--- config.mk ---
export PLATFORM = sky130hd
export DESIGN_NAME = dfi_coef_bank
export DESIGN_NICKNAME = d
export VERILOG_FILES = /design/src/sv/dfi_pkg.sv /design/src/sv/dfi_coef_bank.sv
export SDC_FILE = /design/constraint.sdc
export NUM_CORES = 1
export LEC_CHECK = 0
export BUFFER_PORTS_ARGS = -buffer_cell sky130_fd_sc_hd__buf_2
export CAP_MARGIN = 20
export CORE_ASPECT_RATIO = 0.6
export CORE_MARGIN = 4
export CORE_UTILIZATION = 45
export DETAILED_ROUTE_END_ITERATION = 8
export PLACE_DENSITY = 0.75
export RECOVER_POWER = 25
export SLEW_MARGIN = 20
export SYNTH_ARGS = -nofsm -noshare
export SYNTH_HDL_FRONTEND = slang
export SYNTH_SLANG_ARGS = --single-unit
--- constraint.sdc ---
create_clock -name aclk -period 1.11 [get_ports aclk]
set_input_delay 0 -clock aclk [delete_from_list [all_inputs] [get_ports aclk]]
set_output_delay 0 -clock aclk [all_outputs]
set_load 0.02 [all_outputs]
--- src/sv/dfi_pkg.sv ---
// Shared types, widths and register indexes for the direct form I IIR filter.
package dfi_pkg;

    localparam int SAMPLE_W  = 24;
    localparam int COEF_W    = 32;
    localparam int FRAC_W    = 28;
    localparam int NUM_FF    = 4;
    localparam int NUM_FB    = 3;
    localparam int CFG_IDX_W = 3;
    localparam int PROD_W    = SAMPLE_W + COEF_W;
    localparam int ACC_W     = PROD_W + 3;
    localparam int RES_W     = ACC_W - FRAC_W;

    localparam int FF_TAPS_DEF = 4;
    localparam int FB_TAPS_DEF = 3;

    typedef logic signed [SAMPLE_W-1:0]  sample_t;
    typedef logic signed [COEF_W-1:0]    coef_t;
    typedef logic        [CFG_IDX_W-1:0] cfg_idx_t;

    localparam cfg_idx_t REG_FF_COEF_0 = cfg_idx_t'(0);
    localparam cfg_idx_t REG_FF_COEF_1 = cfg_idx_t'(1);
    localparam cfg_idx_t REG_FF_COEF_2 = cfg_idx_t'(2);
    localparam cfg_idx_t REG_FF_COEF_3 = cfg_idx_t'(3);
    localparam cfg_idx_t REG_FB_COEF_1 = cfg_idx_t'(4);
    localparam cfg_idx_t REG_FB_COEF_2 = cfg_idx_t'(5);
    localparam cfg_idx_t REG_FB_COEF_3 = cfg_idx_t'(6);

    // Unity gain in Q4.28.
    localparam coef_t FF_COEF_0_RESET = 32'sh1000_0000;

    // fb[0] is the coefficient of y[n-1].
    typedef struct packed {
        coef_t [NUM_FF-1:0] ff;
        coef_t [NUM_FB-1:0] fb;
    } coef_bank_t;

    typedef struct packed {
        sample_t value;
        logic    sat;
    } mac_result_t;

endpackage

--- src/sv/dfi_coef_bank.sv ---
// Coefficient register bank written through the configuration port.
module dfi_coef_bank (
    input  logic                aclk,
    input  logic                aresetn,
    input  logic                cfg_we,
    input  dfi_pkg::cfg_idx_t   cfg_index,
    input  dfi_pkg::coef_t      cfg_data,
    output dfi_pkg::coef_bank_t coefs
);
    import dfi_pkg::*;

    // Unity gain on the current input, every other tap zero.
    localparam coef_bank_t COEF_RESET = coef_bank_t'({{(NUM_FF-1){COEF_W'(0)}},
                                                      FF_COEF_0_RESET,
                                                      {NUM_FB{COEF_W'(0)}}});

    coef_bank_t coefs_reg;
    coef_bank_t coefs_next;

    always_comb begin
        coefs_next = coefs_reg;
        if (cfg_we) begin
            case (cfg_index)
                REG_FF_COEF_0: coefs_next.ff[0] = cfg_data;
                REG_FF_COEF_1: coefs_next.ff[1] = cfg_data;
                REG_FF_COEF_2: coefs_next.ff[2] = cfg_data;
                REG_FF_COEF_3: coefs_next.ff[3] = cfg_data;
                REG_FB_COEF_1: coefs_next.fb[0] = cfg_data;
                REG_FB_COEF_2: coefs_next.fb[1] = cfg_data;
                REG_FB_COEF_3: coefs_next.fb[2] = cfg_data;
                default: ;
            endcase
        end
    end

    always_ff @(posedge aclk) begin
        if (!aresetn) begin
            coefs_reg <= COEF_RESET;
        end else begin
            coefs_reg <= coefs_next;
        end
    end

    assign coefs = coefs_reg;

endmodule

* Word-level counts from Yosys, hierarchy flattened
Index checks and enable logic that the tools add are counted.
** Word-level totals
- Memories :: 0
- ROM bits :: 0
- Word-level logic and storage cells :: 21
- Latch bits :: 0
- Bits in writable memories :: 0
- Input bits :: 38
- Output and inout bits :: 224
- Register bits after elaboration :: 224
** Operators by class
- Eq/ne operators :: 6
- Multipliers :: 0
- Reduce and logical (&&, ||, !) cells :: 8
- $lt $le $gt $ge :: 0
- Shift-type cells :: 0
- Mux-type cells :: 0
- Add/subtract/negate cells :: 0
- Divide/modulo/power cells :: 0
- Bitwise logic cells :: 0
** Operators with widths (number)
- 2-bit AND reduction :: 7
- 3-bit == test (second input constant) :: 3
- 3-bit by 2-bit == test with 1-bit output (second input constant) :: 2
- 3-bit by 1-bit == test with 1-bit output (second input constant) :: 1
- 3-bit zero test :: 1

* Depth between registers and ports, before layout
Gate-level depths: netlist of the first run.
- Word-level depth :: 2
- Gate-level depth with buffers :: 5

* Worst setup path after synthesis of the first run
No wires, ideal clock.
- Path kind :: in2reg
- Start :: input cfg_index[1]
- End :: register coefs_reg, in the netlist coefs[100]
- Library setup time :: 0.072 ns
- Arrival :: 0.952 ns
- Path slack :: 0.085 ns
- Cell stages on the path :: 4
- Buffers on the path :: 2
- Cell sequence :: buf_2 -> nor4b_4 -> buf_6 -> mux2i_1
** On the way
- Longest elaborated chain between the ends :: 2
** Ends and longest elaborated chain
- start, declared :: RTL line dfi_coef_bank.sv:6 : input dfi_pkg::cfg_idx_t cfg_index,
- 3-bit zero test :: RTL line dfi_coef_bank.sv:23 : case (cfg_index)
- 2-bit AND reduction (no line)
- end signal, assigned :: RTL line dfi_coef_bank.sv:40 : coefs_reg <= coefs_next;
- end, declared :: RTL line dfi_coef_bank.sv:17 : coef_bank_t coefs_reg;
Every way passes these cells.
A chain may end at the register's enable or synchronous reset.

* Worst setup path in the final report of the first run
- Start :: register coefs_reg, in the netlist coefs[142]
- End :: output coefs[142] (netlist bit)
** RTL lines
- end, declared :: RTL line dfi_coef_bank.sv:8 : output dfi_pkg::coef_bank_t coefs
No word-level cell between the ends.

==> summary.md, run 1 <==
| Metric | Value |
|---|---|
| DIE WIDTH | 181 microns |
| Max reg flops | 224 |
| Startpoint types | register |
| Worst path cell trace | buf_2 |
| Seq/Total Area, Yosys | 55.4% |
| Largest fanout on the critical path | 2 |
| Final nets | 1096 |
| CP max stage cell | dfxtp_1 |
| PortBufs | 261 |
| Core box area | 17400 sq um |
| Via count | 6516 |
| Combinational power share | 8.2% |
| Unrepaired setup endpoints after global routing | false |
| Max-slew violations | 0 |
| Pint | 12.8 mW |
| Clock transition at path regs | 0.07 ns |
| DRC | 0 |
| Pin count of the biggest net entering global routing | 48 |
| Post-route insts no fill | 1306 |
| Diode count | 0 |
| Setup_tns | 0 ns |
| Gate Count Post-Synth | 769 |
| Synth-to-Final Area Change | 33.3% |
| Tmin final | 1.06 ns |
| Synth area leaders | dfxtp_1 55%, mux2i_1 28%, nand2_1 12%, buf_2 1.3%, buf_6 0.97% |
| Worst stage delay on the critical path | 0.38 ns |
| NetSw | 3.94 mW |
| Post-route setup slack | 0.0501 ns |
| Clock sink count | 224 |
| Sequential Power Share | 49.5% |
| Final setup fails | 0 |
| Slew Limit Headroom | 76.4% |
| Row count | 37 |
| Area leader, netlist | dfxtp_1 |
| Initial drt markers | 339 |
| Yosys warns | 0 |
| Worst-margin pin slew | 0.354 ns |
| Fill count | 1507 |
| Worst Skew | 0 ns |
| Outcome | complete, no violations |
| DRT Pass-1 Iters | 5 |
| Sw Share | 23.5% |
| Routed len/inst | 17.9 microns |
| CTS Root Cell | clkbuf_16 |
| Total track usage | 22.3% |
| Pre-CTS WS | 0.00601 ns |
| PD cells | 1560 nW/um^2 |
| IO Pins | 262 |
| Worst min path class | in2reg |
| Layout cells sized above 1 | 31.2% |
| Clock network fraction of design power | 42.3% |
| Worst path bufs/invs | 1 |
| GPL Wtd Cong | 0.788 |
| Total CTS buffers | 21 |
| Syn Nets | 807 |
| Skew-Pair Late Insertion Delay | 0.49 ns |
| TritonCTS clock tree | done |
| Worst Path Arrival | 1.06 ns |
| Synth Register Bits | 224 |
| Share of the synthesized area in the top cell type | 55.4% |
| Vias in the first global route | 6582 |
| Antenna violations before repair | 1 |
| Required @ worst endpoint | 1.11 ns |
| Die area | 20300 sq um |
| # H-tree levels | 1 |
| Pleak | 5.81 nW |
| Initial Util | 46.5% |
| ANT nets after route | 0 |
| Final period util | 95.5% |
| Post-route design area | 10800 sq um |
| Synthesized area per cell | 10.5 sq um |
| Final WL | 23400 microns |
| GRT Residual Overflow | 0 |
| Hpwl dp | 16500 microns |
| Cells after DPL | 1241 |
| Netlist Area Pre-Place | 8100 sq um |
| Max_cap viols | 0 |
| Synth cell types | 13 |
| Peak supply drop | 1.19 mV |
| Hold Vio Cnt, Final | 0 |
| Placed cell areas | 9840 sq um |
| Max Freq | 943 MHz |
| WS Path Type | reg2out |
| Setup crit end kind | primary output |
| Die Height | 112 microns |
| First-pass GRT wire length | 36900 microns |
| DR vias/cell | 4.99 |
| Clk buf depth | 3 |
| Critical path's top delay family | flip-flops |
## cell usage in the layout, fill, tap and decap left out, types with 2 or more instances in the layout
master,n
nor2b_1,2
clkinv_2,6
nand2_1,254
dlygate4sd3_1,28
nand4b_1,3
nand4bb_4,2
buf_2,260
clkbuf_2,4
mux2i_1,224
clkbuf_16,21
buf_12,13
clkbuf_1,3
clkbuf_8,6
dfxtp_1,224
buf_4,17
## final timing paths
| path | end | depth (start not counted) | slack, ns | from |
|---|---|---|---|---|
| worst min register to register | coefs[27] | 2 | 0.45 | coefs[27] |
| worst min-delay path | coefs[95] | 3 | 0.02 | cfg_data[31] |
| worst max register to register | coefs[77] | 2 | 0.46 | coefs[77] |
| worst max-delay path | coefs[142] | 1 | 0.05 | coefs[142] |
## power groups by stage
stage	combinational (mW)	sequential, mW	clock (mW)
2_1_floorplan	0.555	8.70	0
3_3_place_gp	1.28	8.48	0
3_5_place_dp	1.30	8.49	0
4_1_cts	1.38	8.31	7.22
5_1_grt	1.48	8.33	7.57
6_report	1.37	8.31	7.10
## per-layer routing
metal  global-route usage, %  up-vias  share of wire (%)
li1                        -     3114                  -
met1                    30.3     3104                 45
met2                    34.6      239                 44
met3                    6.99       57                8.4
met4                    6.00        2                2.5
met5                       0        -              0.047
## metrics by stage
step	total power [mW]	hold slack, ns	util [%]
2_1_floorplan	9.25	0.166	-
3_3_place_gp	9.77	0.271	56.5
3_5_place_dp	9.79	0.315	56.5
4_1_cts	16.9	0.00310	62.0
5_1_grt	17.4	0.0263	62.0
6_report	16.8	0.0201	62.0
## cell type report
cell class                 instances  area [sq um]  share of cell area, %
sequential                       224          4480                   41.6
clock inverter                     7          60.1                  0.557
clock buffer                      30           619                   5.74
tap                              234           293                   2.71
multi-input combinational        488          3330                   30.9
timing repair buffer             323          2000                   18.5
## timing repair
| item | CTS | global route |
|---|---|---|
| resized for setup | 0 | 1 |
| setup endpoints to repair | 0 | 3 |
| buffers inserted | 0 | 0 |
| hold endpoints to repair | 173 | 5 |
| hold buffers | 27 | 1 |
## cell usage after synthesis
master	number
nor2b_1	2
buf_1	5
nand4bb_1	2
clkbuf_1	18
nand4b_1	3
nand2_1	255
mux2i_1	224
dfxtp_1	224
buf_4	6
nor4b_4	1
and4bb_1	1
buf_6	7
buf_2	21
## cell families (layout without fill, tap and decap cells)
group	count (synthesis)	in the layout	share of synthesized area, %
buf+inv	57	360	3.89
flops	224	224	55.4
mux	224	224	27.7
simple gates	264	264	13.0
Power figures use the tool's default switching activity.
==> inputs of run 2 (changes only) <==
- CORE_UTILIZATION: 45 -> 50
- PLACE_DENSITY: 0.75 -> 0.79
- clock period: 1.11 -> 1.2 ns (I/O delays scaled with it)
==> run 2 against run 1 <==
Clock skew unchanged. Register-to-register slack better by 0.05 ns. Combinational power down 9%. Sequential power shrank 7.5%. Critical path depth is 4 higher. Final cell count down 2.8%. Routed wire length down 1.2%. Largest power group unchanged. Highest routed layer is now met4.
==> summary.md, run 2 (synthesized netlist as in run 1, its figures left out) <==
| Metric | Value |
|---|---|
| Worst min path class | in2reg |
| Routed len/inst | 18.2 microns (+1.6%) |
| DRC | 0 (unchanged) |
| Startpoint types | input pin |
| Hold Vio Cnt, Final | 0 (unchanged) |
| Outcome | complete, no violations |
| Peak supply drop | 0.811 mV (-32%) |
| Worst-margin pin slew | 0.490 ns (+0.137 ns) |
| Setup_tns | 0 ns (unchanged) |
| Max reg flops | 224 (unchanged) |
| DIE WIDTH | 172 microns (-4.9%) |
| Via count | 6584 (+1.0%) |
| IO Pins | 262 (unchanged) |
| Clk buf depth | 3 (unchanged) |
| First-pass GRT wire length | 35700 microns (-3.5%) |
| Worst Path Arrival | 1.54 ns (+0.48 ns) |
| Hpwl dp | 15900 microns (-3.4%) |
| Core box area | 15600 sq um (-10%) |
| Most frequent cells in the layout | 250 x nand2_1, 224 x mux2i_1, 224 x dfxtp_1 |
| Antenna violations before repair | 2 (+1) |
| Layout cells sized above 1 | 25.4% (-5.8 points) |
| Final WL | 23100 microns (-1.2%) |
| Die area | 18400 sq um (-9.4%) |
| Max Freq | 877 MHz |
| Max-slew violations | 0 (unchanged) |
| Final setup fails | 0 (unchanged) |
| CTS Root Cell | clkbuf_16 |
| Skew-Pair Late Insertion Delay | 0.49 ns (about the same) |
| Vias in the first global route | 6505 (-1.2%) |
| Final period util | 95.0% |
| Pleak | 5.49 nW (-5.4%) |
| Required @ worst endpoint | 1.60 ns (+0.49 ns) |
| Total CTS buffers | 20 (-4.8%) |
| Worst Skew | 0 ns (unchanged) |
| Row count | 35 (-5.4%) |
| # H-tree levels | 1 (unchanged) |
| Postcts setup bufs | 0 (unchanged) |
| Tmin final | 1.14 ns |
| Pin count of the biggest net entering global routing | 35 (-27%) |
| Initial Util | 51.9% (+5.4 points) |
| WS Path Type | in2reg |
| Initial drt markers | 346 (+2.1%) |
| Commonest non-fill, non-tap cell in the layout | nand2_1 |
| GPL Wtd Cong | 0.784 (-0.52%) |
| GRT Residual Overflow | 0 (unchanged) |
| Clock sink count | 224 (unchanged) |
| Setup crit end kind | register |
| Largest fanout on the critical path | 29 (+27) |
| ANT nets after route | 0 (unchanged) |
| Fill count | 1222 (-19%) |
| Die Height | 107 microns (-4.8%) |
| Final nets | 1090 (-0.55%) |
| Max_cap viols | 0 (unchanged) |
| DR vias/cell | 5.18 (+3.9%) |
| DRT Pass-1 Iters | 5 (unchanged) |
| TritonCTS clock tree | done |
| PortBufs | 261 (unchanged) |
| Synth-to-Final Area Change | 30.9% |
| Slew Limit Headroom | 67.3% (-9.1 points) |
| Clock transition at path regs | 0.07 ns (about the same) |
| Total track usage | 24.3% (+2.0 points) |
| Final Util | 68.0% (+6.0 points) |
| PD cells | 1460 nW/um^2 (-6.4%) |
==> run 2: worst paths after layout <==
kind / startpoint / endpoint / slack, ns / depth (start not counted)
min: cfg_data[0] / coefs[32] / 0.01 / 3
min reg2reg: coefs[17] / coefs[17] / 0.45 / 2
max reg2reg: coefs[119] / coefs[119] / 0.51 / 2
max: aresetn / coefs[211] / 0.06 / 5
==> run 2: critical path: stages <==
cell and delay [ns]:
dlygate4sd3_1 0.58, buf_8 0.24, buf_12 0.23, nand2_1 0.25, mux2i_1 0.23
==> run 2: metrics by stage <==
stage	std cells	hold slack [ns]	setup slack (ns)	area, sq um	power, mW
global route	1270	0.0319	-0.00121	10600	15.9
CTS	1266	0.00391	0.0938	10600	15.5
detailed placement	1206	0.314	0.0645	9730	9.03
finish	1270	0.0127	0.0602	10600	15.4
floorplan	769	0.166	0.175	8100	8.56
global placement	1206	0.295	0.134	9730	9.02
==> run 2: cell type report <==
type                       count  area [sq um]  share of cell area [%]
sequential                   224          4480                    42.3
multi-input combinational    488          3340                    31.5
timing repair buffer         318          1850                    17.5
clock buffer                  27           568                    5.36
tap                          203           254                    2.40
clock inverter                 8          96.3                   0.909
antenna                        2          5.00                  0.0472
==> run 2: metal layers <==
| metal | up-vias | routed length, microns | track usage [%] |
|---|---|---|---|
| met5 | - | 0 | 0 |
| met4 | 0 | 515 | 5.78 |
| met3 | 45 | 1940 | 7.11 |
| met2 | 244 | 10200 | 38.8 |
| met1 | 3170 | 10400 | 32.8 |
| li1 | 3125 | - | - |
==> run 2: power breakdown <==
part	internal [mW]	switching, mW	leakage, nW
logic	0.456	0.788	3.35
registers	7.60	0.0918	1.81
clock network	3.77	2.73	0.326
==> run 2: repair_timing <==
item | CTS | global route
gates resized for setup | 0 | 6
endpoints found under the hold margin | 147 | 14
hold buffers | 25 | 2
setup endpoints to repair | 0 | 23
==> inputs of run 3 (changes only) <==
- CTS_BUF_LIST: default -> sky130_fd_sc_hd__clkbuf_4
==> run 3 against run 2 <==
The flow now finishes with violations (negative hold slack). Final cell count is 9.2% higher. Largest power group unchanged. Critical path depth shrank 2. Highest routed layer unchanged. Clock skew is the same. Register-to-register slack got worse by 0.50 ns. Die area did not move. Hold slack got worse by 0.027 ns. Largest cell class unchanged. Global-route usage is 3.0 points higher. Via count increased by 7.4%.
==> summary.md, run 3 (synthesized netlist as in run 1, its figures left out) <==
| Metric | Value |
|---|---|
| Final period util | 99.4% (+4.4 points) |
| Fill count | 1119 (-8.4%) |
| Die area | 18400 sq um (unchanged) |
| DIE WIDTH | 172 microns (unchanged) |
| Pin count of the biggest net entering global routing | 33 (-5.7%) |
| GPL Wtd Cong | 0.784 (unchanged) |
| Most frequent cells in the layout | 255 x nand2_1, 224 x mux2i_1, 222 x buf_2 |
| Row count | 35 (unchanged) |
| Clock transition at path regs | 0.07 ns (about the same) |
| Vias in the first global route | 7358 (+13%) |
| DRT Pass-1 Iters | 5 (unchanged) |
| # H-tree levels | 2 (+1) |
| Synth-to-Final Area Change | 40.9% |
| Failing checks | negative hold slack |
| Commonest non-fill, non-tap cell in the layout | nand2_1 |
| Final nets | 1184 (+8.6%) |
| Pre-CTS WS | 0.0645 ns (unchanged) |
| DRC | 0 (unchanged) |
| ANT nets after route | 0 (unchanged) |
| Max Freq | 838 MHz (-4.4%) |
| Pwr Total | 14.9 mW (-3.2%) |
| Worst stage delay on the critical path | 0.57 ns (about the same) |
| Final Util | 73.2% (+5.2 points) |
| First-pass GRT wire length | 39800 microns (+12%) |
| Worst hold start | cfg_index[0] |
| IO Pins | 262 (unchanged) |
| Routed len/inst | 18.6 microns (+2.4%) |
| GRT Residual Overflow | 0 (unchanged) |
| Worst path cell trace | nand2_1, mux2i_1, dlygate4sd3_1 |
| Peak supply drop | 0.851 mV (+4.9%) |
| Critical path's top delay family | buffers and inverters |
| Initial Util | 51.9% (unchanged) |
| DR vias/cell | 5.10 (-1.7%) |
| Antenna violations before repair | 3 (+1) |
| Hpwl dp | 15900 microns (unchanged) |
| Tmin final | 1.19 ns (+0.0531 ns) |
| Worst reg2reg endpoint | coefs[122] |
| Max-slew violations | 0 (unchanged) |
| Pleak | 6.13 nW (+12%) |
| Worst hold endpoint | coefs[108] |
| R2R Setup Slk | 0.007 ns (-0.50 ns) |
| Post-route insts no fill | 1387 (+9.2%) |
| Core box area | 15600 sq um (unchanged) |
| Hold Vio Cnt, Final | 3 (+3) |
| Setup crit end kind | register |
| Max reg flops | 224 (unchanged) |
| Total track usage | 27.4% (+3.0 points) |
| Worst-margin pin slew | 0.499 ns (+0.00893 ns) |
| Slew Limit Headroom | 66.7% (-0.60 points) |
| CP max stage cell | dlygate4sd3_1 |
| Worst Skew | 0 ns (unchanged) |
| Outcome | finished, violations left |
| Initial drt markers | 359 (+3.8%) |
| Worst Path Arrival | 1.73 ns (+0.19 ns) |
| WHS | -0.0145 ns (-0.0272 ns) |
| CTS Root Cell | clkbuf_4 |
| WS Path Type | reg2reg |
| PortBufs | 261 (unchanged) |
| Final setup fails | 0 (unchanged) |
| Cells after DPL | 1206 (unchanged) |
| Worst path bufs/invs | 1 (-2) |
| Reg-to-Reg Start | coefs[122] |
| PD cells | 1310 nW/um^2 (-10%) |
| Total CTS buffers | 49 (+150%) |
| Startpoint types | register |
| Clk buf depth | 3 (unchanged) |
| Die Height | 107 microns (unchanged) |
| Worst min path class | in2reg |
| Postcts setup bufs | 0 (unchanged) |
| Max_cap viols | 0 (unchanged) |
| Required @ worst endpoint | 1.74 ns (+0.14 ns) |
| Largest fanout on the critical path | 2 (-93%) |
| Hold path depth | 4 (+1) |
| Clock sink count | 224 (unchanged) |
| Layout cells sized above 1 | 32.7% (+7.3 points) |
| Reg2Reg Depth | 3 (+1) |
| Via count | 7071 (+7.4%) |
| Post-route setup slack | 0.00709 ns (-0.0531 ns) |
| Skew-Pair Late Insertion Delay | 0.60 ns (+0.11 ns) |
| Final WL | 25900 microns (+12%) |
| TritonCTS clock tree | done |
-- run 3: cell type report --
| class | count | area [sq um] | area share (%) |
|---|---|---|---|
| sequential | 224 | 4500 | 39.4 |
| multi-input combinational | 488 | 3330 | 29.2 |
| timing repair buffer | 383 | 2700 | 23.6 |
| clock buffer | 79 | 593 | 5.20 |
| tap | 203 | 254 | 2.23 |
| clock inverter | 7 | 26.3 | 0.230 |
| antenna | 3 | 7.51 | 0.0658 |
-- run 3: power by group --
part / internal [mW] / total [mW] / switching, mW / leakage (nW)
sequential: 7.60 / 7.69 / 0.0927 / 1.82
clock: 2.96 / 5.81 / 2.84 / 0.377
combinational: 0.590 / 1.43 / 0.842 / 3.93
total: 11.1 / 14.9 / 3.78 / 6.13
-- run 3: metrics by stage --
step	cell area (sq um)	setup TNS [ns]
finish	11400	0
global route	11400	-0.00236
CTS	11300	0
detailed placement	9730	0
global placement	9730	0
floorplan	8100	0
-- run 3: worst max-delay path by stage --
| stage | startpoint | cells past startpoint | slack (ns) | to |
|---|---|---|---|---|
| 4_1_cts | coefs[100] | 1 | 0.001 | coefs[100] |
| 3_5_place_dp | cfg_index[1] | 4 | 0.06 | coefs[35] |
| 5_1_grt | coefs[98] | 1 | -0.002 | coefs[98] |
| 6_report | coefs[122] | 3 | 0.007 | coefs[122] |
| 2_1_floorplan | cfg_index[1] | 4 | 0.18 | coefs[100] |
| 3_3_place_gp | cfg_index[1] | 4 | 0.13 | coefs[34] |
-- run 3: worst reg2reg max path, cell delays in order (launching register included) --
cell and delay, ns:
dfxtp_1 0.36, nand2_1 0.08, mux2i_1 0.12, dlygate4sd3_1 0.57
-- run 3: repair_timing --
item / 4_1_cts / 5_1_grt
gates resized for setup: 1 / 58
hold buffers: 98 / 2
hold endpoints to repair: 224 / 7
endpoints found under the setup margin: 1 / 57
cloned: 0 / 1
-- run 3: routing by layer --
| layer | track usage, % | part of all wire [%] |
|---|---|---|
| met1 | 35.1 | 45 |
| met2 | 45.2 | 46 |
| met4 | 7.29 | 1.9 |
| met5 | 0 | 0 |
| met3 | 8.33 | 7.8 |
